===== config.mk =====
export PLATFORM = sky130hd
export DESIGN_NAME = spi_nor_flash_command_sequencer
export DESIGN_NICKNAME = d
export VERILOG_FILES = /design/src/rtl/snfcs_pkg.sv /design/src/rtl/snfcs_front.sv /design/src/rtl/snfcs_fifo.sv /design/src/rtl/snfcs_back.sv /design/src/rtl/spi_nor_flash_command_sequencer.sv
export SDC_FILE = /design/constraint.sdc
export NUM_CORES = 1
export LEC_CHECK = 0
export BUFFER_PORTS_ARGS = -buffer_cell sky130_fd_sc_hd__buf_2
export CORE_UTILIZATION = 62
export CTS_BUF_LIST = sky130_fd_sc_hd__clkbuf_8
export CTS_CLUSTER_SIZE = 8
export DETAILED_ROUTE_END_ITERATION = 10
export PLACE_DENSITY = 0.92
export RECOVER_POWER = 100
export SYNTH_ARGS = -nofsm -noshare
export SYNTH_HDL_FRONTEND = slang
export SYNTH_SLANG_ARGS = --single-unit

===== constraint.sdc =====
create_clock -name clk -period 4.85 [get_ports clk]
set_input_delay 0.2425 -clock clk [delete_from_list [all_inputs] [get_ports clk]]
set_output_delay 0.2425 -clock clk [all_outputs]
set_load 0.02 [all_outputs]

===== src/rtl/snfcs_pkg.sv =====
// Shared types and constants for the SPI NOR flash command sequencer.
// Depends on nothing; every other file of the block refers to it by scoped names.
`default_nettype none

package snfcs_pkg;

	// Request opcodes on the input channel.
	localparam logic [2:0] OP_SECTOR_ERASE = 3'd0;
	localparam logic [2:0] OP_CHIP_ERASE   = 3'd1;
	localparam logic [2:0] OP_PROGRAM      = 3'd2;
	localparam logic [2:0] OP_READ         = 3'd3;
	localparam logic [2:0] OP_MISO         = 3'd4;

	// Result kinds on the output channel.
	localparam logic [2:0] KIND_OUT  = 3'd0;
	localparam logic [2:0] KIND_IN   = 3'd1;
	localparam logic [2:0] KIND_DATA = 3'd2;
	localparam logic [2:0] KIND_DONE = 3'd3;
	localparam logic [2:0] KIND_REJ  = 3'd4;

	// Sequencer phases.
	localparam logic [1:0] PH_IDLE = 2'd0;
	localparam logic [1:0] PH_PROG = 2'd1;
	localparam logic [1:0] PH_READ = 2'd2;
	localparam logic [1:0] PH_POLL = 2'd3;

	// Flash command bytes.
	localparam logic [7:0] CMD_WREN = 8'h06;
	localparam logic [7:0] CMD_SE   = 8'h20;
	localparam logic [7:0] CMD_CE   = 8'hC7;
	localparam logic [7:0] CMD_PP   = 8'h02;
	localparam logic [7:0] CMD_READ = 8'h03;
	localparam logic [7:0] CMD_RDSR = 8'h05;

	localparam int STATUS_BUSY_BIT = 0;
	localparam int MAX_RESULTS     = 8;
	localparam int AFIELD_W        = 24;

	// Segments of a job, sent in ascending bit order.
	localparam int SEG_WREN  = 0;
	localparam int SEG_CMD   = 1;
	localparam int SEG_ADDR  = 2;
	localparam int SEG_DBYTE = 3;
	localparam int SEG_POLL  = 4;
	localparam int SEG_IN    = 5;
	localparam int SEG_DONE  = 6;
	localparam int SEG_REJ   = 7;
	localparam int SEG_W     = 8;

	typedef logic [SEG_W-1:0] seg_mask_t;

	typedef struct packed {
		seg_mask_t             mask;
		logic [7:0]            cmd_byte;
		logic                  cmd_fe;
		logic [AFIELD_W-1:0]   address;
		logic                  addr_fe;
		logic [2:0]            dbyte_kind;
		logic [7:0]            dbyte;
		logic                  dbyte_fe;
		logic                  done_fe;
	} job_t;

endpackage

`default_nettype wire


===== src/rtl/snfcs_front.sv =====
// Front end: accepts request words, tracks the run and polling phase, and
// turns each word into one job for the back end. Depends on snfcs_pkg.
`default_nettype none

module snfcs_front (
	input  wire logic                 clk,
	input  wire logic                 arst_n,
	input  wire logic                 in_valid,
	output logic                      in_ready,
	input  wire logic [2:0]           opcode,
	input  wire logic [23:0]          address,
	input  wire logic [7:0]           data,
	input  wire logic                 first,
	input  wire logic                 last,
	input  wire logic                 poll_status,
	input  wire logic                 q_full,
	output logic                      q_push,
	output snfcs_pkg::job_t           q_job
);

	logic [1:0] phase_q;
	logic       wait_after_q;
	logic       read_ends_q;
	logic [1:0] phase_d;
	logic       wait_after_d;
	logic       read_ends_d;
	logic       rej;
	logic       fin;
	logic       fin_wait;
	snfcs_pkg::job_t job;

	assign in_ready = !q_full;
	assign q_push   = in_valid && !q_full;
	assign q_job    = job;

	always_comb begin
		job          = '0;
		phase_d      = phase_q;
		wait_after_d = wait_after_q;
		read_ends_d  = read_ends_q;
		rej          = 1'b0;
		fin          = 1'b0;
		fin_wait     = 1'b0;
		job.address  = address;
		unique case (opcode) inside
			snfcs_pkg::OP_SECTOR_ERASE, snfcs_pkg::OP_CHIP_ERASE: begin
				if (phase_q != snfcs_pkg::PH_IDLE) begin
					rej = 1'b1;
				end else begin
					job.mask[snfcs_pkg::SEG_WREN] = 1'b1;
					job.mask[snfcs_pkg::SEG_CMD]  = 1'b1;
					if (opcode == snfcs_pkg::OP_CHIP_ERASE) begin
						job.cmd_byte = snfcs_pkg::CMD_CE;
						job.cmd_fe   = 1'b1;
					end else begin
						job.cmd_byte = snfcs_pkg::CMD_SE;
						job.mask[snfcs_pkg::SEG_ADDR] = 1'b1;
						job.addr_fe  = 1'b1;
					end
					fin      = 1'b1;
					fin_wait = poll_status;
				end
			end
			snfcs_pkg::OP_PROGRAM: begin
				if (first ? (phase_q != snfcs_pkg::PH_IDLE)
				          : (phase_q != snfcs_pkg::PH_PROG)) begin
					rej = 1'b1;
				end else begin
					if (first) begin
						job.mask[snfcs_pkg::SEG_WREN] = 1'b1;
						job.mask[snfcs_pkg::SEG_CMD]  = 1'b1;
						job.mask[snfcs_pkg::SEG_ADDR] = 1'b1;
						job.cmd_byte = snfcs_pkg::CMD_PP;
					end
					job.mask[snfcs_pkg::SEG_DBYTE] = 1'b1;
					job.dbyte_kind = snfcs_pkg::KIND_OUT;
					job.dbyte      = data;
					job.dbyte_fe   = last;
					if (last) begin
						fin          = 1'b1;
						fin_wait     = first ? poll_status : wait_after_q;
						wait_after_d = 1'b0;
					end else begin
						phase_d = snfcs_pkg::PH_PROG;
						if (first) begin
							wait_after_d = poll_status;
						end
					end
				end
			end
			snfcs_pkg::OP_READ: begin
				if (first ? (phase_q != snfcs_pkg::PH_IDLE)
				          : (phase_q != snfcs_pkg::PH_READ || read_ends_q)) begin
					rej = 1'b1;
				end else begin
					if (first) begin
						job.mask[snfcs_pkg::SEG_CMD]  = 1'b1;
						job.mask[snfcs_pkg::SEG_ADDR] = 1'b1;
						job.cmd_byte = snfcs_pkg::CMD_READ;
						phase_d      = snfcs_pkg::PH_READ;
					end
					job.mask[snfcs_pkg::SEG_IN] = 1'b1;
					read_ends_d = last;
				end
			end
			snfcs_pkg::OP_MISO: begin
				if (phase_q == snfcs_pkg::PH_READ) begin
					job.mask[snfcs_pkg::SEG_DBYTE] = 1'b1;
					job.dbyte_kind = snfcs_pkg::KIND_DATA;
					job.dbyte      = data;
					job.dbyte_fe   = read_ends_q;
					if (read_ends_q) begin
						job.mask[snfcs_pkg::SEG_DONE] = 1'b1;
						phase_d     = snfcs_pkg::PH_IDLE;
						read_ends_d = 1'b0;
					end
				end else if (phase_q == snfcs_pkg::PH_POLL) begin
					if (data[snfcs_pkg::STATUS_BUSY_BIT]) begin
						job.mask[snfcs_pkg::SEG_IN] = 1'b1;
					end else begin
						job.mask[snfcs_pkg::SEG_DONE] = 1'b1;
						job.done_fe = 1'b1;
						phase_d     = snfcs_pkg::PH_IDLE;
					end
				end else begin
					rej = 1'b1;
				end
			end
			default: begin
				rej = 1'b1;
			end
		endcase

		// Finishing an operation either starts a status poll or reports done.
		if (fin) begin
			if (fin_wait) begin
				job.mask[snfcs_pkg::SEG_POLL] = 1'b1;
				job.mask[snfcs_pkg::SEG_IN]   = 1'b1;
				phase_d = snfcs_pkg::PH_POLL;
			end else begin
				job.mask[snfcs_pkg::SEG_DONE] = 1'b1;
				phase_d = snfcs_pkg::PH_IDLE;
			end
		end

		if (rej) begin
			job                          = '0;
			job.mask[snfcs_pkg::SEG_REJ] = 1'b1;
			phase_d                      = phase_q;
			wait_after_d                 = wait_after_q;
			read_ends_d                  = read_ends_q;
		end
	end

	always_ff @(posedge clk or negedge arst_n) begin
		if (!arst_n) begin
			phase_q      <= snfcs_pkg::PH_IDLE;
			wait_after_q <= 1'b0;
			read_ends_q  <= 1'b0;
		end else if (q_push) begin
			phase_q      <= phase_d;
			wait_after_q <= wait_after_d;
			read_ends_q  <= read_ends_d;
		end
	end

endmodule

`default_nettype wire


===== src/rtl/snfcs_fifo.sv =====
// Two-entry job queue between the front end and the back end.
// Depends on snfcs_pkg for the job type.
`default_nettype none

module snfcs_fifo (
	input  wire logic             clk,
	input  wire logic             arst_n,
	input  wire logic             push,
	input  wire snfcs_pkg::job_t  push_job,
	output logic                  full,
	input  wire logic             pop,
	output logic                  pop_valid,
	output snfcs_pkg::job_t       pop_job
);

	localparam int DEPTH = 2;

	snfcs_pkg::job_t mem_q [DEPTH];
	logic            wr_ptr_q;
	logic            rd_ptr_q;
	logic [1:0]      count_q;

	assign full      = (count_q == 2'(DEPTH));
	assign pop_valid = (count_q != 2'd0);
	assign pop_job   = mem_q[rd_ptr_q];

	always_ff @(posedge clk) begin
		if (push) begin
			mem_q[wr_ptr_q] <= push_job;
		end
	end

	always_ff @(posedge clk or negedge arst_n) begin
		if (!arst_n) begin
			wr_ptr_q <= 1'b0;
			rd_ptr_q <= 1'b0;
			count_q  <= 2'd0;
		end else begin
			if (push) begin
				wr_ptr_q <= !wr_ptr_q;
			end
			if (pop) begin
				rd_ptr_q <= !rd_ptr_q;
			end
			count_q <= count_q + 2'(push) - 2'(pop);
		end
	end

`ifndef SYNTHESIS
	a_no_overflow: assert property (@(posedge clk) disable iff (!arst_n)
		push |-> (!full || pop))
		else $error("job pushed into a full queue");
	a_no_underflow: assert property (@(posedge clk) disable iff (!arst_n)
		pop |-> pop_valid)
		else $error("job popped from an empty queue");
`endif

endmodule

`default_nettype wire


===== src/rtl/snfcs_back.sv =====
// Back end: expands one job into its SPI byte results, one a cycle unless
// stalled, into a registered output stage. Depends on snfcs_pkg.
`default_nettype none

module snfcs_back #(
	parameter int ADDR_BITS = 24
) (
	input  wire logic             clk,
	input  wire logic             arst_n,
	input  wire logic             q_valid,
	input  wire snfcs_pkg::job_t  q_job,
	output logic                  q_pop,
	output logic                  out_valid,
	input  wire logic             out_ready,
	output logic [2:0]            kind,
	output logic [7:0]            spi_byte,
	output logic                  frame_end,
	output logic                  last_of_run
);

	localparam int ADDR_BYTES = (ADDR_BITS + 7) / 8;
	localparam int IDX_W      = (ADDR_BYTES > 1) ? $clog2(ADDR_BYTES) : 1;
	localparam logic [IDX_W-1:0] LAST_IDX = IDX_W'(ADDR_BYTES - 1);
	localparam logic [2:0] CNT_LAST = 3'(snfcs_pkg::MAX_RESULTS - 1);

	snfcs_pkg::job_t        job_q;
	snfcs_pkg::seg_mask_t   mask_q;
	snfcs_pkg::seg_mask_t   cur;
	snfcs_pkg::seg_mask_t   step_mask;
	snfcs_pkg::seg_mask_t   next_mask;
	logic [IDX_W-1:0]       idx_q;
	logic [2:0]             cnt_q;
	logic                   busy;
	logic                   adv;
	logic                   final_res;
	logic                   load;
	logic                   out_valid_q;
	logic [2:0]             kind_q;
	logic [7:0]             byte_q;
	logic                   fe_q;
	logic                   lor_q;
	logic [2:0]             r_kind;
	logic [7:0]             r_byte;
	logic                   r_fe;
	logic [ADDR_BYTES*8+snfcs_pkg::AFIELD_W-1:0] addr_ext;
	logic [7:0]             addr_byte;

	assign busy      = |mask_q;
	assign adv       = busy && (!out_valid_q || out_ready);
	assign cur       = mask_q & (~mask_q + snfcs_pkg::seg_mask_t'(1));
	assign addr_ext  = {{(ADDR_BYTES*8){1'b0}}, job_q.address};
	assign addr_byte = addr_ext[{idx_q, 3'b000} +: 8];

	// The address segment stays current until its last byte has gone out.
	assign step_mask = (cur[snfcs_pkg::SEG_ADDR] && idx_q != '0) ? '0 : cur;
	assign next_mask = mask_q & ~step_mask;
	assign final_res = (next_mask == '0) || (cnt_q == CNT_LAST);
	assign load      = q_valid && (!busy || (adv && final_res));
	assign q_pop     = load;

	always_comb begin
		r_kind = snfcs_pkg::KIND_REJ;
		r_byte = 8'h00;
		r_fe   = 1'b0;
		if (cur[snfcs_pkg::SEG_WREN]) begin
			r_kind = snfcs_pkg::KIND_OUT;
			r_byte = snfcs_pkg::CMD_WREN;
			r_fe   = 1'b1;
		end else if (cur[snfcs_pkg::SEG_CMD]) begin
			r_kind = snfcs_pkg::KIND_OUT;
			r_byte = job_q.cmd_byte;
			r_fe   = job_q.cmd_fe;
		end else if (cur[snfcs_pkg::SEG_ADDR]) begin
			r_kind = snfcs_pkg::KIND_OUT;
			r_byte = addr_byte;
			r_fe   = job_q.addr_fe && (idx_q == '0);
		end else if (cur[snfcs_pkg::SEG_DBYTE]) begin
			r_kind = job_q.dbyte_kind;
			r_byte = job_q.dbyte;
			r_fe   = job_q.dbyte_fe;
		end else if (cur[snfcs_pkg::SEG_POLL]) begin
			r_kind = snfcs_pkg::KIND_OUT;
			r_byte = snfcs_pkg::CMD_RDSR;
		end else if (cur[snfcs_pkg::SEG_IN]) begin
			r_kind = snfcs_pkg::KIND_IN;
		end else if (cur[snfcs_pkg::SEG_DONE]) begin
			r_kind = snfcs_pkg::KIND_DONE;
			r_fe   = job_q.done_fe;
		end
	end

	always_ff @(posedge clk or negedge arst_n) begin
		if (!arst_n) begin
			mask_q      <= '0;
			idx_q       <= LAST_IDX;
			cnt_q       <= 3'd0;
			out_valid_q <= 1'b0;
		end else begin
			if (load) begin
				mask_q <= q_job.mask;
				idx_q  <= LAST_IDX;
				cnt_q  <= 3'd0;
			end else if (adv) begin
				mask_q <= final_res ? '0 : next_mask;
				cnt_q  <= cnt_q + 3'd1;
				if (cur[snfcs_pkg::SEG_ADDR] && idx_q != '0) begin
					idx_q <= idx_q - IDX_W'(1);
				end
			end
			if (adv) begin
				out_valid_q <= 1'b1;
			end else if (out_ready) begin
				out_valid_q <= 1'b0;
			end
		end
	end

	always_ff @(posedge clk) begin
		if (load) begin
			job_q <= q_job;
		end
		if (adv) begin
			kind_q <= r_kind;
			byte_q <= r_byte;
			fe_q   <= r_fe;
			lor_q  <= final_res;
		end
	end

	assign out_valid   = out_valid_q;
	assign kind        = kind_q;
	assign spi_byte    = byte_q;
	assign frame_end   = fe_q;
	assign last_of_run = lor_q;

`ifndef SYNTHESIS
	a_final_marked: assert property (@(posedge clk) disable iff (!arst_n)
		(adv && final_res) |=> (out_valid_q && lor_q))
		else $error("last result of a word not marked");
	a_reject_alone: assert property (@(posedge clk) disable iff (!arst_n)
		mask_q[snfcs_pkg::SEG_REJ] |-> $onehot(mask_q))
		else $error("rejected word carries other segments");
	a_idx_in_range: assert property (@(posedge clk) disable iff (!arst_n)
		busy |-> (idx_q <= LAST_IDX))
		else $error("address byte index out of range");
`endif

endmodule

`default_nettype wire


===== src/rtl/spi_nor_flash_command_sequencer.sv =====
// Top level of the SPI NOR flash command sequencer: front end, job queue, back end.
// Depends on snfcs_pkg, snfcs_front, snfcs_fifo and snfcs_back.
//
//   channel  signals                                        direction
//   in       in_valid/in_ready, opcode, address, data,      into block
//            first, last, poll_status
//   out      out_valid/out_ready, kind, spi_byte,           out of block
//            frame_end, last_of_run
//
// Each input word becomes one job in the same cycle it is accepted; a word is
// taken in every cycle while the two-entry job queue has room.
// The back end sends one result per cycle unless the output stalls; a word yields
// 1 to 8 results; the next job loads as the last result of a job is registered.
// A stalled output holds its register while the front keeps filling the queue.
// Reset clears the phase, the queue and the output stage at once; no sweep.
`default_nettype none

module spi_nor_flash_command_sequencer #(
	parameter int ADDR_BITS = 24
) (
	input  wire logic        clk,
	input  wire logic        arst_n,
	input  wire logic        in_valid,
	output logic             in_ready,
	input  wire logic [2:0]  opcode,
	input  wire logic [23:0] address,
	input  wire logic [7:0]  data,
	input  wire logic        first,
	input  wire logic        last,
	input  wire logic        poll_status,
	output logic             out_valid,
	input  wire logic        out_ready,
	output logic [2:0]       kind,
	output logic [7:0]       spi_byte,
	output logic             frame_end,
	output logic             last_of_run
);

	logic            q_full;
	logic            q_push;
	logic            q_pop;
	logic            q_valid;
	snfcs_pkg::job_t push_job;
	snfcs_pkg::job_t pop_job;

	snfcs_front u_front (
		.clk         (clk),
		.arst_n      (arst_n),
		.in_valid    (in_valid),
		.in_ready    (in_ready),
		.opcode      (opcode),
		.address     (address),
		.data        (data),
		.first       (first),
		.last        (last),
		.poll_status (poll_status),
		.q_full      (q_full),
		.q_push      (q_push),
		.q_job       (push_job)
	);

	snfcs_fifo u_fifo (
		.clk       (clk),
		.arst_n    (arst_n),
		.push      (q_push),
		.push_job  (push_job),
		.full      (q_full),
		.pop       (q_pop),
		.pop_valid (q_valid),
		.pop_job   (pop_job)
	);

	snfcs_back #(
		.ADDR_BITS (ADDR_BITS)
	) u_back (
		.clk         (clk),
		.arst_n      (arst_n),
		.q_valid     (q_valid),
		.q_job       (pop_job),
		.q_pop       (q_pop),
		.out_valid   (out_valid),
		.out_ready   (out_ready),
		.kind        (kind),
		.spi_byte    (spi_byte),
		.frame_end   (frame_end),
		.last_of_run (last_of_run)
	);

endmodule

`default_nettype wire

==> results of run 1 <==
-- worst paths after layout --
| path | startpoint | endpoint | slack, ps | depth (start not counted) |
|---|---|---|---|---|
| setup / recovery | u_back.idx_q[1] | u_back.addr_ext[8] | 1160 | 8 |
| hold / removal | address[3] | u_fifo.mem_q[1][17] | 90 | 2 |
| setup reg to reg | u_back.idx_q[1] | u_back.addr_ext[8] | 1160 | 8 |
| hold reg to reg | u_front.wait_after_q | u_front.wait_after_q | 500 | 1 |
| max in group asynchronous | arst_n | u_back.idx_q[0] | 3460 | 2 |
| min in group asynchronous | arst_n | u_fifo.wr_ptr_q | 600 | 2 |
-- cell usage after synthesis (2+ instances only) --
cell type / count
mux2_2: 43
o2bb2ai_1: 5
nor3_1: 5
nand3_1: 6
edfxtp_1: 152
a211o_1: 2
a21o_1: 3
nor2_1: 25
nor2b_1: 7
clkbuf_1: 21
o211ai_1: 2
and3_1: 3
buf_1: 2
a21boi_0: 2
buf_2: 3
o31ai_1: 3
or3_1: 5
or4_1: 2
nor4_1: 3
inv_1: 9
ha_1: 5
a211oi_1: 4
o21ai_1: 3
o21ai_0: 18
mux2i_1: 18
nor3b_1: 3
nand2b_1: 6
o21a_1: 2
a21oi_1: 21
o22ai_1: 2
nand2_1: 19
or2_2: 2
xnor2_1: 5
dfrtp_1: 21
and2_1: 38
-- area by class of cell --
cell class,instances,share of cell area (%)
Multi-Input combinational cell,280,24.9
Inverter,9,0.422
Sequential cell,174,63.9
Timing Repair Buffer,61,3.66
Clock inverter,15,1.94
Tap cell,143,2.23
Clock buffer,17,2.92
-- per-stage QoR --
| stage | setup slack, ps | cell area, um2 |
|---|---|---|
| 2_1_floorplan | 1410 | 7260 |
| 3_5_place_dp | 1540 | 7640 |
| 4_1_cts | 1540 | 8050 |
| 6_report | 1160 | 8010 |
| 3_3_place_gp | 1690 | 7640 |
| 5_1_grt | 849 | 8010 |
-- cell families after synthesis --
logic type                 count (synthesis)  synth area share [%]
DFF                                      174                  70.5
AOI/OAI and AO/OA                         79                  7.14
adders and majority gates                  5                 0.862
muxes                                     61                  9.16
and+or+nand+nor                          129                  9.69
xor gates and xnor gates                   6                 0.724
buffers and inverters                     36                  1.93
-- power groups by stage --
| stage | clock network (mW) | registers [mW] | logic [mW] |
|---|---|---|---|
| finish | 0.964 | 2.68 | 1.43 |
| global route | 1.04 | 2.73 | 1.56 |
| CTS | 0.979 | 2.65 | 1.47 |
| detailed placement | 0 | 2.67 | 1.45 |
| global placement | 0 | 2.64 | 1.39 |
| floorplan | 0 | 2.58 | 1.09 |
-- state kept, by name (all words and copies together) (netlist names) --
| name | cells |
|---|---|
| u_fifo.mem_q | 98 |
| u_back.frame_end | 1 |
| u_back.kind | 3 |
| u_front.read_ends_q | 1 |
| u_fifo.rd_ptr_q | 1 |
| u_front.phase_q | 2 |
| u_back.idx_q | 2 |
| u_back.cnt_q | 3 |
| u_back.mask_q | 8 |
| u_back.last_of_run | 1 |
| u_back.job_q | 17 |
| u_fifo.count_q | 2 |
| u_fifo.wr_ptr_q | 1 |
| u_back.addr_ext | 24 |
| u_back.spi_byte | 8 |
| u_front.wait_after_q | 1 |
| u_back.out_valid | 1 |
-- routing by layer --
| layer | routed length [um] | up-vias | track usage, % |
|---|---|---|---|
| li1 | - | 1946 | - |
| met1 | 5530 | 2047 | 30.0 |
| met2 | 6530 | 186 | 39.5 |
| met3 | 747 | 41 | 4.64 |
| met4 | 480 | 0 | 11.2 |
| met5 | 0 | - | 0 |
-- worst reg2reg max path: cells and delay by family (launching register included) --
kind            cells  cell delay [ps]
fa+ha+maj           1              240
buf+inv             3              880
compound gates      3             1010
simple gates        1              150
flops               1              910
-- timing repair --
action                                 4_1_cts  5_1_grt
resized for setup                            0        0
setup buffers                                0        0
hold buffers                                 2        0
setup endpoints to repair                    0        0
endpoints found under the hold margin       22        0
==> metrics, run 1 <==
grt total ovfl 0; Max IR drop VDD ~0.41 mV; leading area contributor after synthesis edfxtp_1; slowest CP cell dfstp_1; Num CTS Buffers 17; vias in the first global route 4084; post-synthesis area per instance roughly 15 um2; most numerous cell on the critical path inv_1; drt pass-1 iters 7; # IOs 57; GRT Overall Usage about a quarter; sequential share of power between 50% and 60%; sequential share of the synthesized area 70.5%; buffers and inverters on the worst path 3; Post-synth ARST share about an eighth; cell area after synthesis 7260 um2; Synthesis Warnings 0; CP Cell Sequence inv_1, ha_1, nor3b_1, o21bai_1, a21boi_0, a21oi_1, inv_1, clkbuf_2; IO Port Bufs 56; most frequent cells in the layout edfxtp_1 (152), buf_2 (40), mux2_2 (37), and2_0 (35), nor2_1 (25); htree depth 4; gpl congestion approximately 0.9; first-pass GRT wire length 20600 um; Final HPWL DP 8340 um; relative slew slack -85.8%; share of the synthesized area in the top cell type a little over three fifths; CP Class reg -> reg; total power roughly 5.1 mW; commonest non-fill, non-tap cell in the layout edfxtp_1; Worst-Margin Slew about 2800 ps; Setup TNS 0 ps; CP max FO 45; worst hold slack 92.8 ps; Via density between 6 and 7; cell count after synthesis between 400 and 500; fin util a little over two thirds; drt drc 0; worst endpoint data arrival time approximately 3700 ps; Power Density between 600 and 700 nW/um2; Synth cell types 55; status finished, violations left; clock slew at reported path FFs around 100 ps; Clock Latency Late Sink between 400 and 500 ps; die width between 100 and 150 um; Die Y around 110 um; combinational power share between 20% and 30%; Reg area roughly 5000 um2; Net Switching about 1.7 mW; clock buffer depth 2; multi-input combinational cell area 2000 um2; drt wl/cell roughly 19 um; Worst setup SP type flip-flop; core box area ~11000 um2; Post-synth EDFFs ~150; clk root buf clkbuf_8; Pleak around 3 nW; CP delay by family, top compound AO/OA/AOI/OAI gates; CTS tree built; placed cell count roughly 670; Layout Area Growth over Synthesis 10.4%; fin nets between 500 and 600; WP data required approximately 4800 ps; initial core utilization 63.6%; Post-Route WL 13300 um; maxcap violations 4; initial antenna violation count 0; Hold WC Path Type in -> reg; clock share of power a little under a fifth; num rows 39; Synth Flop Type edfxtp_1; fraction of layout cells with a size suffix above 1 20.3%; via count 4220; fmax around 270 MHz; Worst Skew about 11 ps; Switching Fraction about a third; Post-DRT Antenna Nets 0; CTS Sinks 174; Max Slew Vio Count ~130; Critical Path Max Stage Delay between 900 and 1000 ps; largest net degree at the start of global routing 50; CP Capture Type flip-flop; Die ar. 12100 um2; Internal ~3.3 mW; number of DRC markers in iteration 0 roughly 380; Final min period between 3000 and 4000 ps; syn nets between 500 and 600; Final Non-Filler Cells 699; top cells by area, synth edfxtp_1 (63%), dfrtp_1 (7.2%), mux2_2 (6.7%); Tcrit/Tclk final 76.2%; violated checks max-capacitance violations, max-slew violations; final setup violating endpoints 0; n_diodes 0; fill count between 700 and 800; Seq cells post-synth ~170; unrepaired setup endpoints after global routing false; final hold vios 0
(Power assumes the default switching activity.)
==> inputs of run 2 (changes only) <==
--- a/config.mk
+++ b/config.mk
@@ -5,12 +5,13 @@
 export SDC_FILE = /design/constraint.sdc
 export NUM_CORES = 1
 export LEC_CHECK = 0
+export ABC_AREA = 1
 export BUFFER_PORTS_ARGS = -buffer_cell sky130_fd_sc_hd__buf_2
-export CORE_UTILIZATION = 62
+export CORE_UTILIZATION = 56
 export CTS_BUF_LIST = sky130_fd_sc_hd__clkbuf_8
 export CTS_CLUSTER_SIZE = 8
 export DETAILED_ROUTE_END_ITERATION = 10
-export PLACE_DENSITY = 0.92
+export PLACE_DENSITY = 0.88
 export RECOVER_POWER = 100
 export SYNTH_ARGS = -nofsm -noshare
 export SYNTH_HDL_FRONTEND = slang
==> constraint.sdc (replaced) <==
create_clock -name clk -period 3 [get_ports clk]
set_input_delay 0.15 -clock clk [delete_from_list [all_inputs] [get_ports clk]]
set_output_delay 0.15 -clock clk [all_outputs]
set_load 0.02 [all_outputs]
==> run 2 against run 1 <==
  * Largest cell class unchanged
  * Non-clock buffer count up 8
  * Fmax grew 34%
  * Combinational power up 94%
  * Largest power group unchanged
  * The run now ends clean
  * Wire length is 11% higher
==> metrics, run 2 <==
status completed; Post-synth ARST share approximately an eighth; largest net degree at the start of global routing between 50 and 60; via count 4998; Final HPWL DP ~9800 um; Synthesis Warnings 0; WP data required slightly above 3000 ps; unrepaired setup endpoints after global routing false; commonest non-fill, non-tap cell in the layout nand2_1; Reg area 5120 um2; Hold WC Path Type in -> reg; worst endpoint data arrival time about 2900 ps; Reg2Reg Setup Slack about 230 ps; Max Slew Vio Count 0; Setup TNS 0 ps; hold_sp address[14]; initial antenna violation count 0; worst reg2reg path depth 13; first-pass GRT wire length approximately 23000 um; CP max FO 29; worst hold slack 36.0 ps; relative slew slack ~4.1%; Seq cells post-synth roughly 170; number of DRC markers in iteration 0 slightly below 500; # IOs 57; fin nets 790; Synth cell types 44; Worst setup SP type flip-flop; num rows 41; multi-input combinational cell area just under 2000 um2; Power Density 1050 nW/um2; die width ~120 um; number of setup buffers added after CTS 0; total power ~8.7 mW; Post-synth EDFFs between 150 and 200; Die ar. roughly 14000 um2; fmax roughly 360 MHz; fill count between 900 and 1000; cell count of the worst hold path 3; Reg with most FFs u_fifo.mem_q; Worst-Margin Slew 1440 ps; CP Class reg -> reg; Clock Latency Late Sink 450 ps; max reg flops 98; share of the synthesized area in the top cell type around three fifths; grt total ovfl 0; core box area 12800 um2; top cells by area, synth edfxtp_1 (62%), nand2_1 (11%), dfrtp_1 (7.1%); Layout Area Growth over Synthesis 12.5%; final setup violating endpoints 0; GRT Overall Usage between 20% and 30%; Hold EP u_fifo.mem_q[1][28]; drt drc 0; initial core utilization 58.1%; final hold vios 0; drt wl/cell between 15 and 20 um; syn nets roughly 700; maxcap violations 0; Worst Skew ~12 ps; fraction of layout cells with a size suffix above 1 12.4%; Final min period between 2000 and 3000 ps; gpl congestion between 0.9 and 1; IO Port Bufs 56; Pleak ~3.6 nW; drt pass-1 iters 6; cell area after synthesis between 7000 and 8000 um2; top-count cell post-synth nand2_1; Die Y about 120 um; most instantiated cells after synthesis nand2_1 (218), edfxtp_1 (152), nor2_1 (71); most frequent cells in the layout nand2_1 (218), edfxtp_1 (152), nor2_1 (75), inv_1 (66), buf_2 (40); fin util between 60% and 70%; clock slew at reported path FFs roughly 90 ps; Post-Route WL roughly 15000 um; n_diodes 0; leading area contributor after synthesis edfxtp_1; reg2reg start u_back.idx_q[0]; post-synthesis area per instance ~11 um2; Num CTS Buffers 17; CP Capture Type flip-flop; Synth Flop Type edfxtp_1; Via density ~5.4; Tcrit/Tclk final 92.2%; CTS tree built; clk root buf clkbuf_8; r2r endpoint u_back.addr_ext[11]; sequential share of the synthesized area about 70%; clock buffer depth 2; Max IR drop VDD between 0.4 and 0.5 mV; htree depth 4; CTS Sinks 174; Post-DRT Antenna Nets 0; cell count after synthesis between 600 and 700; vias in the first global route roughly 4700
-- run 2: metal layers --
metal  track usage, %  vias to the layer above  wire [um]
met1             30.0                     2354       6050
met4             10.7                        0        415
met2             38.4                      243       7360
li1                 -                     2367          -
met3             4.94                       34        962
met5                0                        -          0
-- run 2: what timing repair did --
action	CTS	global route
hold buffers	4	0
endpoints found under the setup margin	0	0
gates resized for setup	0	0
hold endpoints to repair	25	0
-- run 2: area by class of cell --
class,instances,area share (%)
well taps,172,2.58
flip-flops and latches,174,61.3
clock inverters,15,2.77
clock buffers,17,2.80
repair buffers,69,4.17
multi-input cells,411,23.2
inverters,70,3.15
-- run 2: report_power, final --
part	internal [mW]	leakage, nW	switching, mW
clock	1.07	0.250	0.790
combinational	0.761	1.61	2.01
sequential	3.75	1.72	0.346
total	5.58	3.57	3.14
-- run 2: kinds of logic (layout without fill, tap and decap cells) --
group | after synthesis | after routing | share of synthesized area, %
DFF | 174 | 174 | 69.0
and+or+nand+nor | 345 | 345 | 20.2
muxes | 7 | 7 | 0.945
adders and majority gates | 5 | 5 | 0.843
AOI/OAI and AO/OA | 50 | 50 | 4.00
buffers and inverters | 86 | 171 | 4.52
xor gates and xnor gates | 4 | 4 | 0.472
-- run 2: worst max path at each step --
stage          cells past startpoint  slack (ps)        startpoint             endpoint
3_5_place_dp                      16         430   u_back.idx_q[0]    u_fifo.count_q[1]
5_1_grt                           14          80  u_back.mask_q[0]    u_fifo.count_q[1]
6_report                          13         230   u_back.idx_q[0]  u_back.addr_ext[11]
4_1_cts                           16         370   u_back.idx_q[0]    u_fifo.count_q[1]
2_1_floorplan                     15         260   u_back.idx_q[0]    u_fifo.count_q[0]
3_3_place_gp                      16         570   u_back.idx_q[0]    u_fifo.count_q[1]
-- run 2: stage by stage --
| stage | instances | worst slack [ps] | cell area (um2) |
|---|---|---|---|
| 4_1_cts | 928 | 369 | 8450 |
| 5_1_grt | 928 | 83.2 | 8340 |
| 2_1_floorplan | 671 | 261 | 7420 |
| 3_3_place_gp | 892 | 568 | 7950 |
| 3_5_place_dp | 892 | 427 | 7950 |
| 6_report | 928 | 235 | 8340 |
-- run 2: worst max-delay path: stages (launching register included) --
cell and delay, ps:
dfrtp_1 500, clkinv_1 210, ha_1 190, inv_1 60, o21bai_1 220, nand2_1 80, nor2_1 200, nand3_4 130
nand2_4 100, nand2_4 70, nand2_8 110, nand2_4 40, inv_1 100, clkbuf_4 400
==> inputs of run 3 (changes only) <==
==> constraint.sdc (replaced) <==
create_clock -name clk -period 3 [get_ports clk]
set_input_delay 0.45 -clock clk [delete_from_list [all_inputs] [get_ports clk]]
set_output_delay 0.45 -clock clk [all_outputs]
set_load 0.02 [all_outputs]
==> run 3 against run 2 <==
  * Die area is the same
  * Critical path depth shrank 9
  * Clock power grew 3%
  * Register-to-register slack gained 20 ps
  * Global-route usage shrank 0.28 points
  * Clock skew shrank 1.3 ps
  * Sequential power is essentially flat
  * Sequential share of layout area is essentially flat
  * Utilization is essentially flat
  * Largest power group unchanged
  * Clock-buffer cell count is the same
  * Sequential cell count is the same
==> metrics, run 3 (synthesis gave the netlist of run 2 again) <==
largest net degree at the start of global routing 50; relative slew slack about an eighth; number of DRC markers in iteration 0 between 400 and 500; WP data required about 3100 ps; Hold WC Path Type in -> reg; drt wl/cell 15.6 um; Setup TNS 0 ps; worst hold slack about 250 ps; Via density about 5.3; fmax 365 MHz; total power between 8 and 9 mW; number of setup buffers added after CTS 0; vias in the first global route roughly 4700; Layout Area Growth over Synthesis 12.4%; fraction of layout cells with a size suffix above 1 between 10 and 15%; final hold vios 0; Max IR drop VDD between 0.4 and 0.5 mV; Num CTS Buffers 17; CP Class reg -> reg; Worst-Margin Slew 1310 ps; Reg with most FFs u_fifo.mem_q; drt pass-1 iters 5; worst endpoint data arrival time between 2000 and 3000 ps; Power Density approximately 1100 nW/um2; clk root buf clkbuf_8; Post-Route WL 14500 um; htree depth 4; Tcrit/Tclk final approximately nine tenths; num rows between 40 and 50; IO Port Bufs 56; final setup violating endpoints 0; # IOs 57; CTS tree built; core box area around 13000 um2; initial antenna violation count 0; gpl congestion slightly above 0.9; initial core utilization 58.1%; Max Slew Vio Count 0; Die Y around 120 um; hold buffers post-CTS 1; clock slew at reported path FFs 90 ps; Worst setup SP type flip-flop; grt total ovfl 0; Clock Latency Late Sink approximately 460 ps; n_diodes 0; max reg flops 98; Final min period between 2000 and 3000 ps; Die ar. approximately 14000 um2; Post-DRT Antenna Nets 0; Final HPWL DP between 10000 and 15000 um; status completed; clock buffer depth 2; first-pass GRT wire length 23100 um; GRT Overall Usage a little under a quarter; Worst Skew between 10 and 15 ps; commonest non-fill, non-tap cell in the layout nand2_1; unrepaired setup endpoints after global routing false; fill count about 900; die width about 120 um; maxcap violations 0; drt drc 0; most frequent cells in the layout nand2_1 (219), edfxtp_1 (152), nor2_1 (71), inv_1 (62), buf_2 (39); CP max FO 41; Pleak ~3.6 nW; CP Capture Type flip-flop; fin nets 787; CTS resizes 0; via count slightly below 5000; CTS Sinks ~170
[run 3: path summary, 6_finish.rpt]
check                      depth (start not counted)                  from  slack (ps)                   end
min in group asynchronous                          2                arst_n         790    u_front.phase_q[1]
max                                                4     u_fifo.count_q[1]         260   u_fifo.mem_q[1][31]
max in group asynchronous                          2                arst_n        1430      u_back.mask_q[0]
min                                                3              in_valid         250       u_fifo.wr_ptr_q
max reg2reg                                        4     u_fifo.count_q[1]         260   u_fifo.mem_q[1][31]
min reg2reg                                        2  u_front.wait_after_q         500  u_front.wait_after_q
[run 3: layout make-up]
class | count | area, um2 | area share, %
Sequential cell | 174 | 5120 | 61.4
Inverter | 70 | 263 | 3.15
Clock buffer | 17 | 234 | 2.81
Tap cell | 172 | 215 | 2.58
Clock inverter | 15 | 241 | 2.90
Timing Repair Buffer | 66 | 320 | 3.84
Multi-Input combinational cell | 411 | 1950 | 23.4
[run 3: critical path, stage by stage, from the launching register on]
cell and delay [ps]:
dfrtp_1 420, nand2_1 150, nand2_1 200, nor2_1 660
clkbuf_2 920
[run 3: layer usage]
layer / routed length (um) / vias up / track usage (%)
met3: 825 / 31 / 4.89
met1: 6030 / 2307 / 29.8
li1: - / 2359 / -
met4: 347 / 0 / 10.9
met5: 0 / - / 0
met2: 7250 / 192 / 37.6
[run 3: report_power, final]
group | total (mW) | internal (mW) | switching, mW
sequential | 4.10 | 3.75 | 0.342
clock | 1.90 | 1.07 | 0.822
combinational | 2.77 | 0.761 | 2.01
[run 3: stage by stage]
| stage | cells | setup slack [ps] | util (%) | area, um2 |
|---|---|---|---|---|
| global placement | 892 | 458 | 62.1 | 7940 |
| finish | 925 | 259 | 65.3 | 8340 |
| detailed placement | 892 | 319 | 62.1 | 7940 |
| floorplan | 671 | 261 | - | 7420 |
| global route | 925 | 19.8 | 65.3 | 8340 |
| CTS | 925 | 288 | 65.9 | 8420 |
